## src/hw/rtl/arith_enc_pkg.sv

```systemverilog
`timescale 1ns / 1ps
// ----------------------------------------------------------------------------
// Arithmetic encoder package
// Default widths and the per-symbol output limit shared by the encoder.
// ----------------------------------------------------------------------------
package arith_enc_pkg;

	localparam int INTERVAL_BITS_DEF = 32;
	localparam int FREQ_BITS_DEF     = 16;
	localparam int PENDING_BITS_DEF  = 8;

	// most bytes one symbol may produce before it is dropped
	localparam int MAX_RESULTS = 40;

endpackage

```

## src/hw/rtl/arithmetic_encoder_unit.sv

```systemverilog
`timescale 1ns / 1ps
// ----------------------------------------------------------------------------
// Arithmetic encoder unit
// Multi-symbol arithmetic encoder: interval narrowing by a serial
// multiply-divide, E1/E2/E3 renormalisation, MSB-first byte packing, flush.
// ----------------------------------------------------------------------------
//
// channel  | dir | handshake            | payload
// ---------+-----+----------------------+-----------------------------------
// cfg      | in  | cfg_valid/cfg_ready  | cfg_data = total_freq
// s (sym)  | in  | s_tvalid/s_tready    | s_tdata = cum_low, cum_high; s_tlast = finish
// m (code) | out | m_tvalid/m_tready    | m_tdata = out_byte; m_tuser = error; m_tlast = last
//
// Steps per symbol: acceptance, a load state, the radix-2 multiply-divide unit
// (run once for each bound) and a narrowing state; then the renormalisation steps plus a
// closing check, the emission of each code bit, the flush, a commit, and a read and a
// send for each output word.
// Reset is asynchronous and restores the coder state at once; no sweep.
// s_tready is high only between symbols; m_tready low simply holds the word.

module arithmetic_encoder_unit #(
	parameter int INTERVAL_BITS = arith_enc_pkg::INTERVAL_BITS_DEF,
	parameter int FREQ_BITS     = arith_enc_pkg::FREQ_BITS_DEF,
	parameter int PENDING_BITS  = arith_enc_pkg::PENDING_BITS_DEF,
	localparam int IN_W         = ((2 * FREQ_BITS + 1 + 7) / 8) * 8
) (
	input  logic                 clk,
	input  logic                 arst_n,

	input  logic                 cfg_valid,
	output logic                 cfg_ready,
	input  logic [FREQ_BITS:0]   cfg_data,   // total_freq

	input  logic                 s_tvalid,
	output logic                 s_tready,
	input  logic [IN_W-1:0]      s_tdata,    // cum_low, cum_high, zero pad
	input  logic                 s_tlast,    // finish

	output logic                 m_tvalid,
	input  logic                 m_tready,
	output logic [7:0]           m_tdata,    // out_byte
	output logic                 m_tuser,    // error
	output logic                 m_tlast     // last
);

	localparam int MAXR = arith_enc_pkg::MAX_RESULTS;
	localparam int RW   = INTERVAL_BITS + 1;
	localparam int CW   = $clog2(RW);
	localparam int IW   = $clog2(INTERVAL_BITS + 2);
	localparam int AW   = $clog2(MAXR);
	localparam int NW   = $clog2(MAXR + 1);
	localparam int F    = FREQ_BITS;

	localparam logic [INTERVAL_BITS-1:0] HALF_PT = {1'b1, {(INTERVAL_BITS-1){1'b0}}};
	localparam logic [INTERVAL_BITS-1:0] QTR1_PT = {2'b01, {(INTERVAL_BITS-2){1'b0}}};
	localparam logic [INTERVAL_BITS-1:0] QTR3_PT = {2'b11, {(INTERVAL_BITS-2){1'b0}}};

	typedef enum logic [10:0] {
		S_IDLE   = 11'b000_0000_0001,
		S_LOAD   = 11'b000_0000_0010,
		S_DIV    = 11'b000_0000_0100,
		S_NARROW = 11'b000_0000_1000,
		S_RENORM = 11'b000_0001_0000,
		S_EMIT   = 11'b000_0010_0000,
		S_FLUSH  = 11'b000_0100_0000,
		S_TAIL   = 11'b000_1000_0000,
		S_DONE   = 11'b001_0000_0000,
		S_READ   = 11'b010_0000_0000,
		S_SEND   = 11'b100_0000_0000
	} state_t;

	state_t                 state_q;
	logic [F:0]             tf_q;

	// committed coder state
	logic [INTERVAL_BITS-1:0] st_lo_q, st_hi_q;
	logic [PENDING_BITS-1:0] st_pend_q;
	logic [7:0]             st_acc_q;
	logic [2:0]             st_pos_q;

	// working copy for the symbol in flight
	logic [INTERVAL_BITS-1:0] w_lo_q, w_hi_q;
	logic [PENDING_BITS-1:0] w_pend_q;
	logic [7:0]             w_acc_q;
	logic [2:0]             w_pos_q;

	logic [F-1:0]           cl_q;
	logic [F:0]             ch_q;
	logic                   fin_q;

	logic [RW-1:0]          sh_q, quo_q, offh_q;
	logic [F-1:0]           rem_q;
	logic [CW-1:0]          cnt_q;
	logic                   phase_q;
	logic [IW-1:0]          iter_q;

	logic                   em_bit_q, em_first_q, em_tail_q;
	logic [NW-1:0]          nb_q;
	logic [AW-1:0]          rd_q;
	logic                   out_err_q, out_last_q;
	logic [7:0]             rd_data_q;
	logic [7:0]             mem [MAXR];

	// multiply-divide step: quotient digit 0..2 per range bit
	logic [F:0]             c_sel;
	logic [F+1:0]           t_val, t_m1, t_m2;
	logic                   ge1, ge2;
	logic [F-1:0]           rem_n;
	logic [RW-1:0]          quo_n, rng_w, hi_calc, lo_calc;
	logic                   bad_range;

	always_comb begin
		c_sel = phase_q ? {1'b0, cl_q} : ch_q;
		t_val = {1'b0, rem_q, 1'b0} + ({1'b0, c_sel} & {(F+2){sh_q[RW-1]}});
		t_m1  = t_val - {1'b0, tf_q};
		t_m2  = t_val - {tf_q, 1'b0};
		ge2   = t_val >= {tf_q, 1'b0};
		ge1   = t_val >= {1'b0, tf_q};
		if (ge2) begin
			rem_n = t_m2[F-1:0];
		end else if (ge1) begin
			rem_n = t_m1[F-1:0];
		end else begin
			rem_n = t_val[F-1:0];
		end
		quo_n = {quo_q[RW-2:0], 1'b0} + {{(RW-2){1'b0}}, ge2, ge1 & ~ge2};
	end

	assign rng_w   = {1'b0, w_hi_q} - {1'b0, w_lo_q} + RW'(1);
	assign hi_calc = {1'b0, w_lo_q} + offh_q - RW'(1);
	assign lo_calc = {1'b0, w_lo_q} + quo_q;

	assign bad_range = (tf_q == '0) || (tf_q[F] && (tf_q[F-1:0] != '0)) ||
	                   ({1'b0, cl_q} >= ch_q) || (ch_q > tf_q) || (w_hi_q < w_lo_q);

	// renormalisation: one shared subtract and shift
	logic                   e1, e2, e3;
	logic [INTERVAL_BITS-1:0] sub_off, lo_sub, hi_sub;

	always_comb begin
		e1 = w_hi_q < HALF_PT;
		e2 = w_lo_q >= HALF_PT;
		e3 = (w_lo_q >= QTR1_PT) && (w_hi_q < QTR3_PT);
		if (e1) begin
			sub_off = '0;
		end else if (e2) begin
			sub_off = HALF_PT;
		end else begin
			sub_off = QTR1_PT;
		end
		lo_sub = w_lo_q - sub_off;
		hi_sub = w_hi_q - sub_off;
	end

	// bit packer
	logic                   emit_bit, byte_full, nb_full, more, pend_max;
	logic [7:0]             acc_set;
	logic [NW-1:0]          nb_m1;
	logic                   mem_we;
	logic [7:0]             mem_wd;

	always_comb begin
		emit_bit  = em_first_q ? em_bit_q : ~em_bit_q;
		acc_set   = emit_bit ? (w_acc_q | (8'h80 >> w_pos_q)) : w_acc_q;
		byte_full = w_pos_q == 3'd7;
		nb_full   = nb_q == NW'(MAXR);
		pend_max  = w_pend_q == {PENDING_BITS{1'b1}};
		more      = em_first_q ? (w_pend_q != '0) : (w_pend_q > PENDING_BITS'(1));
		nb_m1     = nb_q - NW'(1);
		mem_we    = 1'b0;
		mem_wd    = acc_set;
		if (state_q == S_EMIT) begin
			mem_we = byte_full && !nb_full;
		end else if (state_q == S_TAIL) begin
			mem_we = (w_pos_q != 3'd0) && !nb_full;
			mem_wd = w_acc_q;
		end
	end

	always_ff @(posedge clk) begin
		if (mem_we) begin
			mem[nb_q[AW-1:0]] <= mem_wd;
		end
		if (state_q == S_READ) begin
			rd_data_q <= mem[rd_q];
		end
	end

	always_ff @(posedge clk or negedge arst_n) begin
		if (!arst_n) begin
			state_q    <= S_IDLE;
			tf_q       <= {{F{1'b0}}, 1'b1};
			st_lo_q    <= '0;
			st_hi_q    <= '1;
			st_pend_q  <= '0;
			st_acc_q   <= '0;
			st_pos_q   <= '0;
			w_lo_q     <= '0;
			w_hi_q     <= '1;
			w_pend_q   <= '0;
			w_acc_q    <= '0;
			w_pos_q    <= '0;
			cl_q       <= '0;
			ch_q       <= '0;
			fin_q      <= 1'b0;
			sh_q       <= '0;
			quo_q      <= '0;
			offh_q     <= '0;
			rem_q      <= '0;
			cnt_q      <= '0;
			phase_q    <= 1'b0;
			iter_q     <= '0;
			em_bit_q   <= 1'b0;
			em_first_q <= 1'b0;
			em_tail_q  <= 1'b0;
			nb_q       <= '0;
			rd_q       <= '0;
			out_err_q  <= 1'b0;
			out_last_q <= 1'b0;
		end else begin
			if (cfg_valid) begin
				tf_q <= cfg_data;
			end
			case (state_q)
				S_IDLE: begin
					if (s_tvalid) begin
						cl_q     <= s_tdata[F-1:0];
						ch_q     <= s_tdata[2*F:F];
						fin_q    <= s_tlast;
						w_lo_q   <= st_lo_q;
						w_hi_q   <= st_hi_q;
						w_pend_q <= st_pend_q;
						w_acc_q  <= st_acc_q;
						w_pos_q  <= st_pos_q;
						nb_q     <= '0;
						state_q  <= S_LOAD;
					end
				end
				S_LOAD: begin
					if (bad_range) begin
						out_err_q  <= 1'b1;
						out_last_q <= 1'b1;
						state_q    <= S_SEND;
					end else begin
						sh_q    <= rng_w;
						quo_q   <= '0;
						rem_q   <= '0;
						cnt_q   <= '0;
						phase_q <= 1'b0;
						state_q <= S_DIV;
					end
				end
				S_DIV: begin
					sh_q  <= {sh_q[RW-2:0], 1'b0};
					quo_q <= quo_n;
					rem_q <= rem_n;
					cnt_q <= cnt_q + CW'(1);
					if (cnt_q == CW'(RW - 1)) begin
						cnt_q <= '0;
						if (!phase_q) begin
							// upper bound done, rerun for the lower one
							offh_q  <= quo_n;
							phase_q <= 1'b1;
							sh_q    <= rng_w;
							quo_q   <= '0;
							rem_q   <= '0;
						end else begin
							state_q <= S_NARROW;
						end
					end
				end
				S_NARROW: begin
					if (quo_q >= offh_q) begin
						out_err_q  <= 1'b1;
						out_last_q <= 1'b1;
						state_q    <= S_SEND;
					end else begin
						w_hi_q  <= hi_calc[INTERVAL_BITS-1:0];
						w_lo_q  <= lo_calc[INTERVAL_BITS-1:0];
						iter_q  <= '0;
						state_q <= S_RENORM;
					end
				end
				S_RENORM: begin
					if ((iter_q == IW'(INTERVAL_BITS + 1)) || !(e1 || e2 || e3)) begin
						state_q <= fin_q ? S_FLUSH : S_DONE;
					end else if (!e1 && !e2 && pend_max) begin
						out_err_q  <= 1'b1;
						out_last_q <= 1'b1;
						state_q    <= S_SEND;
					end else begin
						iter_q <= iter_q + IW'(1);
						w_lo_q <= {lo_sub[INTERVAL_BITS-2:0], 1'b0};
						w_hi_q <= {hi_sub[INTERVAL_BITS-2:0], 1'b1};
						if (e1 || e2) begin
							em_bit_q   <= !e1;
							em_first_q <= 1'b1;
							em_tail_q  <= 1'b0;
							state_q    <= S_EMIT;
						end else begin
							// straddling the middle: defer the bit
							w_pend_q <= w_pend_q + PENDING_BITS'(1);
						end
					end
				end
				S_EMIT: begin
					if (byte_full && nb_full) begin
						out_err_q  <= 1'b1;
						out_last_q <= 1'b1;
						state_q    <= S_SEND;
					end else begin
						if (byte_full) begin
							nb_q    <= nb_q + NW'(1);
							w_acc_q <= '0;
							w_pos_q <= '0;
						end else begin
							w_acc_q <= acc_set;
							w_pos_q <= w_pos_q + 3'd1;
						end
						if (!em_first_q) begin
							w_pend_q <= w_pend_q - PENDING_BITS'(1);
						end
						em_first_q <= 1'b0;
						if (!more) begin
							state_q <= em_tail_q ? S_TAIL : S_RENORM;
						end
					end
				end
				S_FLUSH: begin
					if (pend_max) begin
						out_err_q  <= 1'b1;
						out_last_q <= 1'b1;
						state_q    <= S_SEND;
					end else begin
						w_pend_q   <= w_pend_q + PENDING_BITS'(1);
						em_bit_q   <= w_lo_q >= QTR1_PT;
						em_first_q <= 1'b1;
						em_tail_q  <= 1'b1;
						state_q    <= S_EMIT;
					end
				end
				S_TAIL: begin
					if ((w_pos_q != 3'd0) && nb_full) begin
						out_err_q  <= 1'b1;
						out_last_q <= 1'b1;
						state_q    <= S_SEND;
					end else begin
						if (w_pos_q != 3'd0) begin
							nb_q <= nb_q + NW'(1);
						end
						w_lo_q   <= '0;
						w_hi_q   <= '1;
						w_pend_q <= '0;
						w_acc_q  <= '0;
						w_pos_q  <= '0;
						state_q  <= S_DONE;
					end
				end
				S_DONE: begin
					st_lo_q   <= w_lo_q;
					st_hi_q   <= w_hi_q;
					st_pend_q <= w_pend_q;
					st_acc_q  <= w_acc_q;
					st_pos_q  <= w_pos_q;
					rd_q      <= '0;
					state_q   <= (nb_q == '0) ? S_IDLE : S_READ;
				end
				S_READ: begin
					out_err_q  <= 1'b0;
					out_last_q <= rd_q == nb_m1[AW-1:0];
					state_q    <= S_SEND;
				end
				S_SEND: begin
					if (m_tready) begin
						if (out_last_q) begin
							state_q <= S_IDLE;
						end else begin
							rd_q    <= rd_q + AW'(1);
							state_q <= S_READ;
						end
					end
				end
				default: begin
					state_q <= S_IDLE;
				end
			endcase
		end
	end

	assign cfg_ready = 1'b1;
	assign s_tready  = state_q == S_IDLE;
	assign m_tvalid  = state_q == S_SEND;
	assign m_tdata   = rd_data_q & {8{~out_err_q}};
	assign m_tuser   = out_err_q;
	assign m_tlast   = out_last_q;

	a_ready_no_out: assert property (@(posedge clk) disable iff (!arst_n)
		s_tready |-> !m_tvalid)
		else $error("input ready while a word is offered");

	a_err_is_last: assert property (@(posedge clk) disable iff (!arst_n)
		(m_tvalid && m_tuser) |-> m_tlast)
		else $error("error word not marked last");

	a_interval_order: assert property (@(posedge clk) disable iff (!arst_n)
		(state_q == S_RENORM) |-> (w_hi_q >= w_lo_q))
		else $error("coding interval inverted");

	a_byte_count: assert property (@(posedge clk) disable iff (!arst_n)
		nb_q <= NW'(MAXR))
		else $error("byte count beyond buffer");

	a_accept_start: assert property (@(posedge clk) disable iff (!arst_n)
		(s_tvalid && s_tready) |=> (state_q == S_LOAD))
		else $error("accepted symbol not started");

endmodule
```

## config.mk

```make
export PLATFORM = sky130hd
export DESIGN_NAME = arithmetic_encoder_unit
export DESIGN_NICKNAME = d
export VERILOG_FILES = /design/src/hw/rtl/arith_enc_pkg.sv /design/src/hw/rtl/arithmetic_encoder_unit.sv
export SDC_FILE = /design/constraint.sdc
export NUM_CORES = 2
export LEC_CHECK = 0
export BUFFER_PORTS_ARGS = -buffer_cell sky130_fd_sc_hd__buf_2
export CORE_MARGIN = 2
export CORE_UTILIZATION = 30
export CTS_CLUSTER_SIZE = 10
export DETAILED_ROUTE_END_ITERATION = 16
export GPL_TIMING_DRIVEN = 0
export PLACE_DENSITY_LB_ADDON = 0.08
export SYNTH_ARGS = -nofsm -noshare
export SYNTH_HDL_FRONTEND = slang
export SYNTH_SLANG_ARGS = --single-unit
```

## constraint.sdc

```tcl
create_clock -name clk -period 6.3 [get_ports clk]
set_input_delay 1.26 -clock clk [delete_from_list [all_inputs] [get_ports clk]]
set_output_delay 1.26 -clock clk [all_outputs]
set_load 0.02 [all_outputs]
```

==> results.py <==
metrics = {
    "global_route": {
        "grt-ovfl-total": 0,
        "grt_util_met3_pct": 3.360,
        "grt_use_total_pct": 19.09,
        "met1_usage_pct": 26.04,
        "grt.busiest_layer": "met2",
        "grt_pass1_wl_mm": 194.6,
        "grtUsageMet2_pct": 30.64,
        "antenna_found_initial": 7,
        "grt_pass1_vias": 29250,
        "grt_start_max_net_pins": 93,
    },
    "power_and_ir_drop": {
        "p_leak_nw": 18.74,
        "combPwrFrac_pct": 47.0,
        "ir_worst_vdd_uv": 238.7,
        "p_sw_mw": 8.322,
        "p_clk_share_pct": 24.1,
        "internal_power_mw": 11.77,
        "seqPwrFrac_pct": 28.9,
        "p_per_area_nw_per_um2": 441.9,
        "power_mw": 20.09,
        "sw_frac_of_total_pct": 41.43,
    },
    "sta": {
        "worst_slack_ns": 0.2917,
        "timing.fmax_mhz": 166.4,
        "setup_violations": 0,
        "fin_skew_ns": 0.05199,
        "hold_viol_final": 0,
        "tns_ns": 0,
        "relSlewSlack_pct": 10.81,
        "period_share_pct": 95.37,
        "period_minus_slack_ns": 6.008,
        "worst_pin_slew_ns": 1.338,
        "slew_violations": 0,
    },
    "die": {
        "start_util_pct": 30.26,
        "pin_count": 76,
        "dieHeight_um": 368.1,
        "dieArea_um2": 135500,
        "core_um2": 131500,
        "rows": 133,
        "die-width_um": 368.1,
    },
    "drt": {
        "drtAntennaViolNets": 0,
        "vias": 29100,
        "first_iter_violations": 2081,
        "wl_per_cell_um": 22.80,
        "drc_errors": 0,
        "drtPass1Iterations": 7,
        "routed_wl_mm": 129.9,
        "vias_per_cell": 5.107,
    },
    "worst_hold_path": {
        "min_path_type": "reg2reg",
    },
    "clock_tree": {
        "cts_htree_levels": 3,
        "clkTransAtPathRegs_ns": 0.06,
        "clock-sinks": 701,
        "cts_buffers": 90,
        "cts-root-buf": "clkbuf_16",
        "clk_latency_ns": 0.71,
        "cts_tree": "yes",
        "max-clock-path-buffers": 3,
        "cts_hold_buffers": 0,
    },
    "yosys": {
        "syn_nets": 4093,
        "syn-mean-instance-area_um2": 10.70,
        "ys_top_cells_by_count": "nand2_1 (398), edfxtp_1 (328), o21ai_0 (321), dfrtp_1 (307), ha_1 (292)",
        "async_reset_ff_share_pct": 53.21,
        "synth_edf_count": 328,
        "synth_top_cells_by_area": "edfxtp_1 (25%), dfrtp_1 (19%), ha_1 (9.2%)",
        "ys.flop_type": "edfxtp_1",
        "ys_ff_latch": 701,
        "syn_inst": 3717,
        "synthesis.area_um2": 39780,
        "synth.top_cell.area_share_pct": 24.76,
        "post-synth-top-count-cell": "nand2_1",
        "ys_seq_area_share_pct": 48.43,
        "ys_types": 85,
        "synth_warnings": 0,
        "yosysTopAreaCell": "edfxtp_1",
    },
    "place": {
        "pre_cts_slack_ns": -2.463,
        "gp_congestion": 0.7905,
        "post-dp-hpwl_mm": 97.00,
        "placed_area_um2": 42530,
        "port_buffers": 67,
    },
    "critical_path": {
        "slowest_stage": "dfrtp_2",
        "cp_max_fo": 10,
        "critical_path_arrival_ns": 6.56,
        "critPathRequiredTime_ns": 6.85,
        "slowest_delay_ns": 0.41,
        "path_class": "reg2reg",
        "worst_setup_path_end_kind": "register",
        "cp-start-kind": "register",
    },
    "layout": {
        "syn2layout_area_growth_pct": 14.28,
        "nets": 4264,
        "final_cell_area_um2": 45460,
        "final_layout_size_suffix_gt1_share_pct": 11.69,
        "antenna_cells": 0,
    },
    "job": {
        "cap_viol_max_count": 0,
    },
    "run_status": {
        "status": "finished clean",
    },
}
-- cells in the final DEF (no fill, tap or decap), types with 24 or more instances in the layout --
cell	count
nand2_1	396
edfxtp_1	328
o21ai_0	319
dfrtp_1	305
ha_1	288
inv_1	262
nor2_1	259
a21oi_1	228
clkbuf_1	153
mux4_2	96
xnor2_1	93
clkbuf_16	91
a21o_1	80
xor2_1	77
buf_2	75
nor2b_1	67
dfstp_2	66
nand3_1	65
nor3_1	43
nand4_1	37
mux2i_1	35
a22oi_1	29
and3_1	28
a222oi_1	28
a31oi_1	25
a211oi_1	24
-- through the flow --
stage | hold slack, ns | std cells | util (%)
6_report | 0.4515 | 5698 | 34.58
5_1_grt | 0.4747 | 5698 | 34.58
4_1_cts | 0.4536 | 5694 | 34.50
3_5_place_dp | 0.4457 | 5546 | 32.35
3_3_place_gp | 0.4418 | 5539 | 32.19
2_1_floorplan | 0.4324 | 3717 | -
-- worst max-delay path, delay by kind of cell, from the launching register on --
kind	cells	cell delay [ns]
AOI/OAI and AO/OA	9	1.56
and+or+nand+nor	10	1.51
adders and majority gates	5	1.38
buffers and inverters	5	0.53
DFF	1	0.41
xor gates and xnor gates	2	0.33
muxes	1	0.15
-- power groups by stage --
stage	Clock, mW	Sequential [mW]	Combinational [mW]
6_report	4.83	5.81	9.45
3_5_place_dp	0	5.90	9.42
5_1_grt	5.17	5.87	10.6
3_3_place_gp	0	5.91	9.44
2_1_floorplan	0	5.66	6.84
4_1_cts	5.00	5.82	9.50
-- cell families (layout without fill, tap and decap cells) --
kind of cell               after synthesis  in the layout  share of synthesized area [%]
DFF                                    701            701                          48.43
other                                    1              1                       0.009427
AOI/OAI and AO/OA                      943            943                          14.86
buffers and inverters                  421            647                          4.010
and+or+nand+nor                       1010           1010                          11.66
xor gates and xnor gates               175            175                          3.853
adders and majority gates              313            313                          10.24
muxes                                  153            153                          6.938
-- per-layer routing --
metal / vias up / wire (um)
li1: 13840 / -
met1: 14470 / 59770
met2: 588 / 59890
met3: 195 / 5778
met4: 6 / 4413
met5: - / 36
-- layout make-up --
class / instances / area [um^2]
Fill cell: 13350 / 86000
Sequential cell: 701 / 19270
Multi-Input combinational cell: 2595 / 19100
Clock buffer: 121 / 2450
Tap cell: 1755 / 2196
Inverter: 263 / 987.2
Buffer: 156 / 621.8
Timing Repair Buffer: 81 / 590.6
Clock inverter: 26 / 247.7
-- path summary, 6_finish.rpt --
kind / startpoint / to / slack [ns] / depth (start not counted)
worst max-delay path: phase_q / offh_q[31] / 0.29 / 32
worst min-delay path: st_hi_q[12] / st_hi_q[12] / 0.45 / 2
worst max register to register: phase_q / offh_q[31] / 0.29 / 32
worst min register to register: st_hi_q[12] / st_hi_q[12] / 0.45 / 2
max in group asynchronous: arst_n / w_pend_q[0] / 3.69 / 5
min in group asynchronous: arst_n / quo_q[3] / 0.48 / 1
-- timing repair --
action	CTS	global route
setup buffers	2	5
pin swaps	4	11
gates resized for setup	33	20
endpoints found under the setup margin	82	37
-- registers in the layout (all words and copies together) (netlist names), 11 cells and up --
name / count
st_lo_q: 32
offh_q: 33
tf_q: 17
sh_q: 33
w_hi_q: 32
rem_q: 16
st_hi_q: 32
w_lo_q: 32
ch_q: 17
state_q: 11
quo_q: 33
cl_q: 16
mem: 320
Note: power is estimated with default switching activity, not from simulation.
